<file path="src/sv/nsf_pkg.sv">
// Package for the NMEA sentence framer: widths, phase and event codes, hex decode.
package nsf_pkg;

  localparam int unsigned MaxFieldsDef = 32;

  localparam int unsigned ByteW     = 8;
  localparam int unsigned FieldIdxW = 5;
  localparam int unsigned EventW    = 3;
  localparam int unsigned NibbleW   = 4;
  localparam int unsigned InDataW   = 8;
  localparam int unsigned OutDataW  = 32;

  typedef enum logic [1:0] {
    PhIdle,
    PhBody,
    PhHexHi,
    PhHexLo
  } phase_e;

  typedef enum logic [EventW-1:0] {
    EvIgnored,
    EvData,
    EvSep,
    EvStart,
    EvDigit,
    EvEndOk,
    EvEndMismatch,
    EvEndBadHex
  } event_e;

  localparam logic [ByteW-1:0] ChDollar = 8'h24;
  localparam logic [ByteW-1:0] ChStar   = 8'h2A;
  localparam logic [ByteW-1:0] ChComma  = 8'h2C;

  // {is_hex, value}; value is zero for a non-hex byte
  function automatic logic [NibbleW:0] hex_decode(input logic [ByteW-1:0] c);
    logic [NibbleW:0] r;
    logic [ByteW-1:0] t;
    r = '0;
    t = '0;
    if (c >= 8'h30 && c <= 8'h39) begin
      t = c - 8'h30;
      r = {1'b1, t[NibbleW-1:0]};
    end else if (c >= 8'h41 && c <= 8'h46) begin
      t = c - 8'h37;
      r = {1'b1, t[NibbleW-1:0]};
    end else if (c >= 8'h61 && c <= 8'h66) begin
      t = c - 8'h57;
      r = {1'b1, t[NibbleW-1:0]};
    end
    return r;
  endfunction

endpackage

</file>
<file path="src/sv/nsf_step.sv">
// Per-beat framing logic: next sentence state and the tagged result for one byte.
module nsf_step
  import nsf_pkg::*;
#(
  parameter int unsigned MaxFields = MaxFieldsDef,
  localparam int unsigned FcW = (MaxFields > 2) ? $clog2(MaxFields) : 1
) (
  input  logic [ByteW-1:0]   byte_i,
  input  phase_e             phase_i,
  input  logic [ByteW-1:0]   xor_i,
  input  logic [FcW-1:0]     fc_i,
  input  logic [NibbleW-1:0] nib_i,
  input  logic               fault_i,
  output phase_e             phase_o,
  output logic [ByteW-1:0]   xor_o,
  output logic [FcW-1:0]     fc_o,
  output logic [NibbleW-1:0] nib_o,
  output logic               fault_o,
  output event_e             event_o,
  output logic [ByteW-1:0]   rx_o
);

  localparam logic [FcW-1:0] FcLast = FcW'(MaxFields - 1);

  logic [NibbleW:0] hex;
  logic             sep_ok;

  assign hex    = hex_decode(byte_i);
  assign sep_ok = (byte_i == ChComma) && (fc_i < FcLast);

  // next state
  always_comb begin
    phase_o = phase_i;
    xor_o   = xor_i;
    fc_o    = fc_i;
    nib_o   = nib_i;
    fault_o = fault_i;
    if (byte_i == ChDollar) begin
      phase_o = PhBody;
      xor_o   = '0;
      fc_o    = '0;
      nib_o   = '0;
      fault_o = 1'b0;
    end else begin
      unique case (phase_i)
        PhBody: begin
          if (byte_i == ChStar) begin
            phase_o = PhHexHi;
          end else begin
            xor_o = xor_i ^ byte_i;
            if (sep_ok) fc_o = fc_i + FcW'(1);
          end
        end
        PhHexHi: begin
          fault_o = ~hex[NibbleW];
          nib_o   = hex[NibbleW-1:0];
          phase_o = PhHexLo;
        end
        PhHexLo: phase_o = PhIdle;
        default: phase_o = phase_i;
      endcase
    end
  end

  // result
  always_comb begin
    event_o = EvIgnored;
    rx_o    = '0;
    if (byte_i == ChDollar) begin
      event_o = EvStart;
    end else begin
      unique case (phase_i)
        PhBody: begin
          if (byte_i == ChStar || sep_ok) event_o = EvSep;
          else                           event_o = EvData;
        end
        PhHexHi: event_o = EvDigit;
        PhHexLo: begin
          rx_o = {nib_i, hex[NibbleW-1:0]};
          if (!hex[NibbleW] || fault_i) event_o = EvEndBadHex;
          else if (rx_o == xor_i)       event_o = EvEndOk;
          else                          event_o = EvEndMismatch;
        end
        default: event_o = EvIgnored;
      endcase
    end
  end

endmodule

</file>
<file path="src/sv/nmea_sentence_framer_core.sv">
// NMEA 0183 sentence framer top level: input beat register, framing step, result register.
// Path: an accepted input beat is held in the input beat register, then its result is held in the result register.
// Throughput: one byte per cycle while the sink does not stall; the input register and the result register
// advance together whenever the result register is empty or being taken.
// Reset: rst_ni clears both valid flags and the sentence state (idle phase).
module nmea_sentence_framer_core
  import nsf_pkg::*;
#(
  parameter int unsigned MaxFields = MaxFieldsDef
) (
  input  logic                clk_i,
  input  logic                rst_ni,
  input  logic                s_axis_tvalid_i,
  output logic                s_axis_tready_o,
  input  logic [InDataW-1:0]  s_axis_tdata_i,   // [7:0] rx_byte
  output logic                m_axis_tvalid_o,
  input  logic                m_axis_tready_i,
  // [7:0] out_byte, [12:8] field_index, [15:13] event_res,
  // [23:16] calc_checksum, [31:24] rx_checksum
  output logic [OutDataW-1:0] m_axis_tdata_o
);

  localparam int unsigned FcW = (MaxFields > 2) ? $clog2(MaxFields) : 1;

  logic               in_valid_q;
  logic [ByteW-1:0]   in_byte_q;
  logic               out_valid_q;
  logic [OutDataW-1:0] out_data_q;
  logic               advance;

  phase_e             phase_q, phase_d;
  logic [ByteW-1:0]   xor_q, xor_d;
  logic [FcW-1:0]     fc_q, fc_d;
  logic [NibbleW-1:0] nib_q, nib_d;
  logic               fault_q, fault_d;
  event_e             event_d;
  logic [ByteW-1:0]   rx_d;

  assign advance         = in_valid_q && (!out_valid_q || m_axis_tready_i);
  assign s_axis_tready_o = !in_valid_q || advance;
  assign m_axis_tvalid_o = out_valid_q;
  assign m_axis_tdata_o  = out_data_q;

  nsf_step #(
    .MaxFields(MaxFields)
  ) u_step (
    .byte_i (in_byte_q),
    .phase_i(phase_q),
    .xor_i  (xor_q),
    .fc_i   (fc_q),
    .nib_i  (nib_q),
    .fault_i(fault_q),
    .phase_o(phase_d),
    .xor_o  (xor_d),
    .fc_o   (fc_d),
    .nib_o  (nib_d),
    .fault_o(fault_d),
    .event_o(event_d),
    .rx_o   (rx_d)
  );

  always_ff @(posedge clk_i or negedge rst_ni) begin
    if (!rst_ni) begin
      in_valid_q  <= 1'b0;
      out_valid_q <= 1'b0;
      phase_q     <= PhIdle;
      xor_q       <= '0;
      fc_q        <= '0;
      nib_q       <= '0;
      fault_q     <= 1'b0;
    end else begin
      if (s_axis_tready_o) in_valid_q <= s_axis_tvalid_i;
      if (advance) begin
        out_valid_q <= 1'b1;
        phase_q     <= phase_d;
        xor_q       <= xor_d;
        fc_q        <= fc_d;
        nib_q       <= nib_d;
        fault_q     <= fault_d;
      end else if (m_axis_tready_i) begin
        out_valid_q <= 1'b0;
      end
    end
  end

  always_ff @(posedge clk_i) begin
    if (s_axis_tready_o && s_axis_tvalid_i) in_byte_q <= s_axis_tdata_i;
    if (advance) begin
      out_data_q <= {rx_d, xor_d, event_d, FieldIdxW'(fc_d), in_byte_q};
    end
  end

  a_start_clears: assert property (@(posedge clk_i) disable iff (!rst_ni)
    advance && event_d == EvStart |=> xor_q == '0 && fc_q == '0 && phase_q == PhBody)
    else $error("start beat did not clear sentence state");

  a_end_goes_idle: assert property (@(posedge clk_i) disable iff (!rst_ni)
    advance && (event_d == EvEndOk || event_d == EvEndMismatch || event_d == EvEndBadHex)
    |=> phase_q == PhIdle)
    else $error("end of sentence did not return to idle");

  a_rx_zero: assert property (@(posedge clk_i) disable iff (!rst_ni)
    out_valid_q && !(m_axis_tdata_o[15:13] == EvEndOk || m_axis_tdata_o[15:13] == EvEndMismatch
    || m_axis_tdata_o[15:13] == EvEndBadHex) |-> m_axis_tdata_o[31:24] == '0)
    else $error("received checksum nonzero on a non-end beat");

  a_fc_bound: assert property (@(posedge clk_i) disable iff (!rst_ni)
    fc_q <= FcW'(MaxFields - 1))
    else $error("field index past last field");

endmodule

</file>
<file path="config.mk">
export PLATFORM = sky130hd
export DESIGN_NAME = nmea_sentence_framer_core
export DESIGN_NICKNAME = d
export VERILOG_FILES = /design/src/sv/nsf_pkg.sv /design/src/sv/nsf_step.sv /design/src/sv/nmea_sentence_framer_core.sv
export SDC_FILE = /design/constraint.sdc
export NUM_CORES = 1
export LEC_CHECK = 0
export BUFFER_PORTS_ARGS = -buffer_cell sky130_fd_sc_hd__buf_4
export CAP_MARGIN = 20
export CORE_ASPECT_RATIO = 2
export CORE_MARGIN = 2
export CORE_UTILIZATION = 35
export CTS_CLUSTER_DIAMETER = 60
export DETAILED_ROUTE_END_ITERATION = 10
export GPL_TIMING_DRIVEN = 0
export SLEW_MARGIN = 5
export SYNTH_ARGS = -nofsm -noshare
export SYNTH_HDL_FRONTEND = slang
export SYNTH_SLANG_ARGS = --single-unit
</file>
<file path="constraint.sdc">
create_clock -name clk_i -period 4.9 [get_ports clk_i]
set_input_delay 0.245 -clock clk_i [delete_from_list [all_inputs] [get_ports clk_i]]
set_output_delay 0.245 -clock clk_i [all_outputs]
set_load 0.005 [all_outputs]
</file>
==> out/results.txt, run 1 <==
proportion of power drawn by combinational gates: 25.0%
HPWL after detailed placement: 4.99 mm
FF-to-FF End: m_axis_tdata_o[14]
# DRC: 0
count of buffers inserted at the top-level ports: 45
worst clock skew: 0.00688 ns
Total Routed Length: 6.84 mm
source of the critical timing path: in_byte_q[1]
DIE HEIGHT: 134 µm
CTS Buffer Depth: 2
placeable core region: 0.00823 mm²
worst-path maximum fanout: 8
leading post-synthesis cells by cell area: edfxtp_1 (40%), dfrtp_1 (19%), ha_1 (4.6%), nand2_1 (3.9%), o31ai_1 (3.3%)
reported leakage power: 1.57 nW
number of global-route vias before repair: 2216
beginning of the worst register-to-register path: in_byte_q[1]
post-DR vias/cell: 5.21
CTS tree: done
Post-synth top flop: edfxtp_1
beginning of the worst hold path: s_axis_tdata_i[6]
Cell Pwr Density: 501 mW/mm²
horizontal die dimension: 69.2 µm
sum of internal, switching and leakage power: 1.89 mW
number of different library cells in the post-synthesis netlist: 50
Setup crit end kind: flip-flop
kind of path behind the tightest hold check: in2reg
Async S/R FF share, synth: 35.5%
fraction of layout cells with a size suffix above 1: 22.9%
total gr overflow: 0
post-route fraction of the period consumed by the critical path: 59.4%
area overhead of the layout relative to synthesis: 26.9%
run status: finished clean
number of vias after detailed routing: 2151
Post-Syn Nets: 275
most frequent cells after synthesis: edfxtp_1 (40), nand2_1 (31), nor2_1 (24), dfrtp_1 (22), o31ai_1 (13)
average wire per cell in the routed design: 16.6 µm
RSZ-0062 raised after global routing: false
internal power: 1.32 mW
highest routed layer: met4
final critical path time including I/O delays and setup: 2.91 ns
clock tree root driver cell: clkbuf_16
met2 WL: 4.00 mm
total length of routed met3 wires: 207 µm
largest area contributor in the netlist: edfxtp_1
Global Route Usage Sum: 16.1%
switching power as a share of total power: 30.0%
aggregate negative setup slack: 0 ns
total setup violations reported at the end of the flow: 0
pin count of the biggest net entering global routing: 23
Worst IR Drop VDD: 0.186 mV
Flop pwr share: 41.4%
number of DRC markers in iteration 0: 130
actual transition at the worst max-transition pin: 0.660 ns
count of flip-flops with a built-in enable after synthesis: 40
Maximum Capacitance Violations: 0
most repeated cell in the gate-level netlist after synthesis: edfxtp_1
area of the die: 0.00929 mm²
number of antenna violations at the first check in global routing: 0
number of nets in the finished design: 333
power dissipated by switching net loads: 0.567 mW
Critical Path Start Type: flip-flop
worst reg-to-reg path cell count: 8
ant diodes: 0
cell area after synthesis: 0.00297 mm²
routed metal-1 wirelength: 2.45 mm
Antenna Violating Nets Remaining: 0
first-pass GRT wire length: 11.3 mm
number of resized instances in the post-cts repair step: 0
cts bufs inserted: 9
count of endpoints failing hold in the final timing report: 0
number of top-level design ports: 46
clock transition at the register clock pins on the worst setup and hold paths after CTS: 0.05 ns
Hold Path End: in_byte_q[6]
Post-Synthesis Cells: 252
clock sink count: 62
routability-driven placement congestion ratio: 0.831
hold-critical path depth: 1
Detailed Routing Iterations Pass 1: 4
Initial Utilization: 36.1%
standard-cell row count: 47
arrival time at the worst endpoint: 2.99 ns
clock network power share: 33.6%
Worst slew margin: 55.9%
startpoint-to-endpoint class of the critical path: reg2reg
proportion of synthesized chip area in sequential cells: 58.9%
latest clock arrival within the worst-skew pair: 0.33 ns
R2R Setup Slk: 1.99 ns
number of synthesis warnings: 0
synthesized flop and latch total: 62
maximum achievable frequency: 344 MHz
fin. max-slew vios: 0
Avg Cell Area, Syn: 11.8 µm²
share of Yosys cell area claimed by the top area cell type: 40.4%
required time of the worst setup path: 4.98 ns
H-Tree Level Count: 3
-- sequential cells by signal, indices dropped and copies added (netlist names) --
register / flops
in_byte_q: 8
phase_q: 2
nib_q: 4
m_axis_tdata_o: 32
m_axis_tvalid_o: 1
xor_q: 8
in_valid_q: 1
fault_q: 1
fc_q: 5
-- cell families (layout without fill, tap and decap cells) --
| kind of cell | Yosys count | count (layout) | synth area share, % |
|---|---|---|---|
| DFF | 62 | 62 | 58.9 |
| muxes | 4 | 4 | 1.43 |
| buffers and inverters | 19 | 82 | 2.57 |
| xor gates and xnor gates | 16 | 16 | 4.72 |
| AOI/OAI and AO/OA | 47 | 47 | 11.9 |
| adders and majority gates | 11 | 11 | 4.63 |
| and+or+nand+nor | 93 | 93 | 15.8 |
-- area by class of cell --
type	instances	area, µm²
Tap cell	98	123
Inverter	10	37.5
Timing Repair Buffer	47	375
Fill cell	790	4460
Clock inverter	4	45.0
Sequential cell	62	1750
Clock buffer	12	256
Multi-Input combinational cell	171	1140
Buffer	9	38.8
-- how the worst max path moves through the flow --
stage	end	slack, ns	cells past startpoint
floorplan	m_axis_tdata_o[14]	2.26	8
global placement	m_axis_tdata_o[14]	2.01	8
detailed placement	m_axis_tdata_o[14]	2.00	8
CTS	m_axis_tdata_o[14]	2.01	8
global route	m_axis_tdata_o[14]	1.88	8
finish	m_axis_tdata_o[14]	1.99	8
-- worst max-delay path, cell delays in order (launching register included) --
cell      delay, ns
edfxtp_1       0.52
inv_1          0.16
ha_1           0.21
o21bai_1       0.14
a21oi_2        0.30
mux2_2         0.38
or4_1          0.46
a31o_1         0.25
o31a_1         0.23
-- routing by layer --
layer	GRT usage [%]	vias up
met1	16.2	1058
met3	3.16	14
met2	30.3	44
met5	0	-
li1	-	1035
met4	9.04	0
-- power by group through the flow --
stage / logic [mW] / clock network (mW) / registers [mW]
2_1_floorplan: 0.300 / 0 / 0.770
3_3_place_gp: 0.460 / 0 / 0.788
3_5_place_dp: 0.474 / 0 / 0.793
4_1_cts: 0.478 / 0.648 / 0.783
5_1_grt: 0.531 / 0.670 / 0.798
6_report: 0.472 / 0.635 / 0.783
-- layout by cell type, fill, tap and decap left out, types with 4 or more instances in the layout --
master	n
clkbuf_1	7
inv_1	10
ha_1	11
clkbuf_16	9
nand2b_1	4
nor2_1	24
xor2_1	10
o21ai_0	8
xnor2_1	6
nand2_1	31
and3_1	6
buf_4	46
dfrtp_1	22
o31ai_1	13
a21oi_1	4
edfxtp_1	40
nor3_1	7
-- through the flow --
step | util, % | hold slack (ns) | worst slack, ns | std cells | cell area [µm²]
floorplan | - | -0.0506 | 2.26 | 252 | 2970
global placement | 41.7 | 0.157 | 2.01 | 395 | 3430
detailed placement | 42.0 | 0.163 | 2.00 | 396 | 3460
CTS | 45.8 | 0.0809 | 2.01 | 413 | 3770
global route | 45.8 | 0.0837 | 1.88 | 413 | 3770
finish | 45.8 | 0.0918 | 1.99 | 413 | 3770
-- what timing repair did --
item | in CTS | in global routing
endpoints found under the hold margin | 22 | 0
hold buffers | 1 | 0
setup buffers | 0 | 0
Power figures use the tool's default switching activity.
==> inputs of run 2 (changes only) <==
Clock period 4.9 ns to 2.71 ns, I/O delays scaled along.
==> out/results.txt, run 2 (synthesis gave the netlist of run 1 again) <==
reported leakage power: 1.65 nW (+4.5%)
RSZ-0062 raised after global routing: false
worst slack, placed: -0.185 ns (-2.19 ns)
fraction of layout cells with a size suffix above 1: 25.4% (+2.5 points)
final standard cell area without fillers: 0.00393 mm² (+4.2%)
total gr overflow: 0 (unchanged)
latest clock arrival within the worst-skew pair: 0.34 ns (about the same)
CTS Buffer Depth: 2 (unchanged)
first-pass GRT wire length: 11.5 mm (+1.3%)
number of vias after detailed routing: 2193 (+2.0%)
Critical Path Start Type: flip-flop
post-DR vias/cell: 5.11 (-1.8%)
placeable core region: 0.00823 mm² (unchanged)
R2R Setup Slk: 0.05 ns (-1.94 ns)
final worst-path setup slack: 0.0543 ns (-1.94 ns)
library cell contributing the largest single delay on the critical path: edfxtp_1
kind of path behind the tightest hold check: in2reg
H-Tree Level Count: 3 (unchanged)
Total Routed Length: 7.00 mm (+2.3%)
area overhead of the layout relative to synthesis: 32.3%
clock transition at the register clock pins on the worst setup and hold paths after CTS: 0.05 ns (about the same)
total setup violations reported at the end of the flow: 0 (unchanged)
FF-to-FF End: m_axis_tdata_o[14]
ant diodes: 0 (unchanged)
Detailed Routing Iterations Pass 1: 4 (unchanged)
highest-count cells in the layout ignoring fill and taps: buf_4 (53), edfxtp_1 (40), nand2_1 (31), nor2_1 (24), dfrtp_1 (22)
standard-cell row count: 47 (unchanged)
worst clock skew: 0.00747 ns (+0.000587 ns)
run status: finished clean
routability-driven placement congestion ratio: 0.831 (unchanged)
HPWL after detailed placement: 4.99 mm (unchanged)
final critical path time including I/O delays and setup: 2.66 ns (-0.254 ns)
delay contributed by the slowest stage of the critical path: 0.46 ns (-0.06 ns)
Initial Utilization: 36.1% (unchanged)
Maximum Capacitance Violations: 0 (unchanged)
worst reg-to-reg path cell count: 8 (unchanged)
count of buffers inserted at the top-level ports: 45 (unchanged)
Setup crit end kind: flip-flop
pin count of the biggest net entering global routing: 23 (unchanged)
Worst IR Drop VDD: 0.340 mV (+83%)
beginning of the worst hold path: m_axis_tready_i
horizontal die dimension: 69.2 µm (unchanged)
maximum achievable frequency: 377 MHz (+9.6%)
CTS tree: done
CP cell instances: inv_2 > ha_1 > o21bai_2 > a21oi_2 > mux2_2 > or4_1 > a31o_1 > o31a_1
Cell Pwr Density: 875 mW/mm² (+75%)
average wire per cell in the routed design: 16.3 µm (-1.5%)
Hold Path End: m_axis_tvalid_o
worst-path maximum fanout: 4 (-4)
required time of the worst setup path: 2.79 ns (-2.19 ns)
max FFs per register: 32 (unchanged)
layout filler cell count: 773 (-2.2%)
leading cell type in the layout, fill and taps excluded: buf_4
aggregate negative setup slack: 0 ns (unchanged)
number of antenna violations at the first check in global routing: 0 (unchanged)
DIE HEIGHT: 134 µm (unchanged)
hold-critical path depth: 3 (+2)
count of endpoints failing hold in the final timing report: 0 (unchanged)
cts bufs inserted: 9 (unchanged)
# DRC: 0 (unchanged)
beginning of the worst register-to-register path: in_byte_q[0]
number of nets in the finished design: 349 (+4.8%)
actual transition at the worst max-transition pin: 0.657 ns (-0.00303 ns)
clock tree root driver cell: clkbuf_16
Placed Area: 0.00346 mm² (unchanged)
number of top-level design ports: 46 (unchanged)
number of global-route vias before repair: 2263 (+2.1%)
Antenna Violating Nets Remaining: 0 (unchanged)
startpoint-to-endpoint class of the critical path: reg2reg
area of the die: 0.00929 mm² (unchanged)
clock sink count: 62 (unchanged)
post-route fraction of the period consumed by the critical path: 98.0% (+39 points)
number of DRC markers in iteration 0: 135 (+3.8%)
fin. max-slew vios: 0 (unchanged)
Global Route Usage Sum: 16.4% (+0.24 points)
arrival time at the worst endpoint: 2.74 ns (-0.25 ns)
Worst slew margin: 56.1% (+0.20 points)
-- run 2: worst max-delay path, delay by kind of cell, from the launching register on --
family / cells / cell delay, ns
simple gates: 1 / 0.46
mux: 1 / 0.36
flops: 1 / 0.46
fa+ha+maj: 1 / 0.22
compound gates: 4 / 0.77
buf+inv: 1 / 0.12
-- run 2: where the power goes --
part / internal (mW) / switching, mW / leakage, nW
combinational: 0.406 / 0.469 / 0.826
clock: 0.756 / 0.394 / 0.152
sequential: 1.25 / 0.164 / 0.667
total: 2.41 / 1.03 / 1.65
-- run 2: layout make-up --
cell class                 instances  area [µm²]  share of cell area, %
clock inverter                     4        45.0                   1.15
buffer                             9        38.8                  0.987
timing repair buffer              63         518                   13.2
sequential                        62        1750                   44.6
multi-input combinational        171        1160                   29.5
tap                               98         123                   3.12
inverter                          10        37.5                  0.955
clock buffer                      12         256                   6.53
-- run 2: how the worst max path moves through the flow --
| stage | from | cells after the start | to | slack [ns] |
|---|---|---|---|---|
| after CTS | in_byte_q[0] | 8 | m_axis_tdata_o[14] | 0.02 |
| final | in_byte_q[0] | 8 | m_axis_tdata_o[14] | 0.05 |
| after floorplan | in_byte_q[1] | 8 | m_axis_tdata_o[14] | 0.07 |
| after global routing | in_byte_q[0] | 8 | m_axis_tdata_o[14] | 0.004 |
| after detailed placement | in_byte_q[0] | 8 | m_axis_tdata_o[14] | -0.19 |
| after global placement | in_byte_q[1] | 8 | m_axis_tdata_o[14] | -0.18 |
-- run 2: layer usage --
layer	GRT usage, %	vias up	routed length, µm
met2	31.0	41	4150
met5	0	-	0
met3	3.16	13	223
li1	-	1066	-
met4	9.04	0	180
met1	16.3	1073	2440
-- run 2: timing repair --
item	in CTS	in global routing
pin swaps	1	1
resized for setup	0	6
setup endpoints to repair	2	1
gates cloned	0	0
hold endpoints to repair	31	0
hold buffers	10	0
buffers inserted	4	3
-- run 2: stage by stage --
stage               power [mW]  util (%)  hold slack [ns]  std cells
detailed placement        2.29      42.0           0.0538        396
finish                    3.44      47.7           0.0899        429
global placement          2.26      41.7           0.0473        395
CTS                       3.47      47.3           0.0835        426
global route              3.64      47.7            0.124        429
floorplan                 1.93         -           -0.160        252
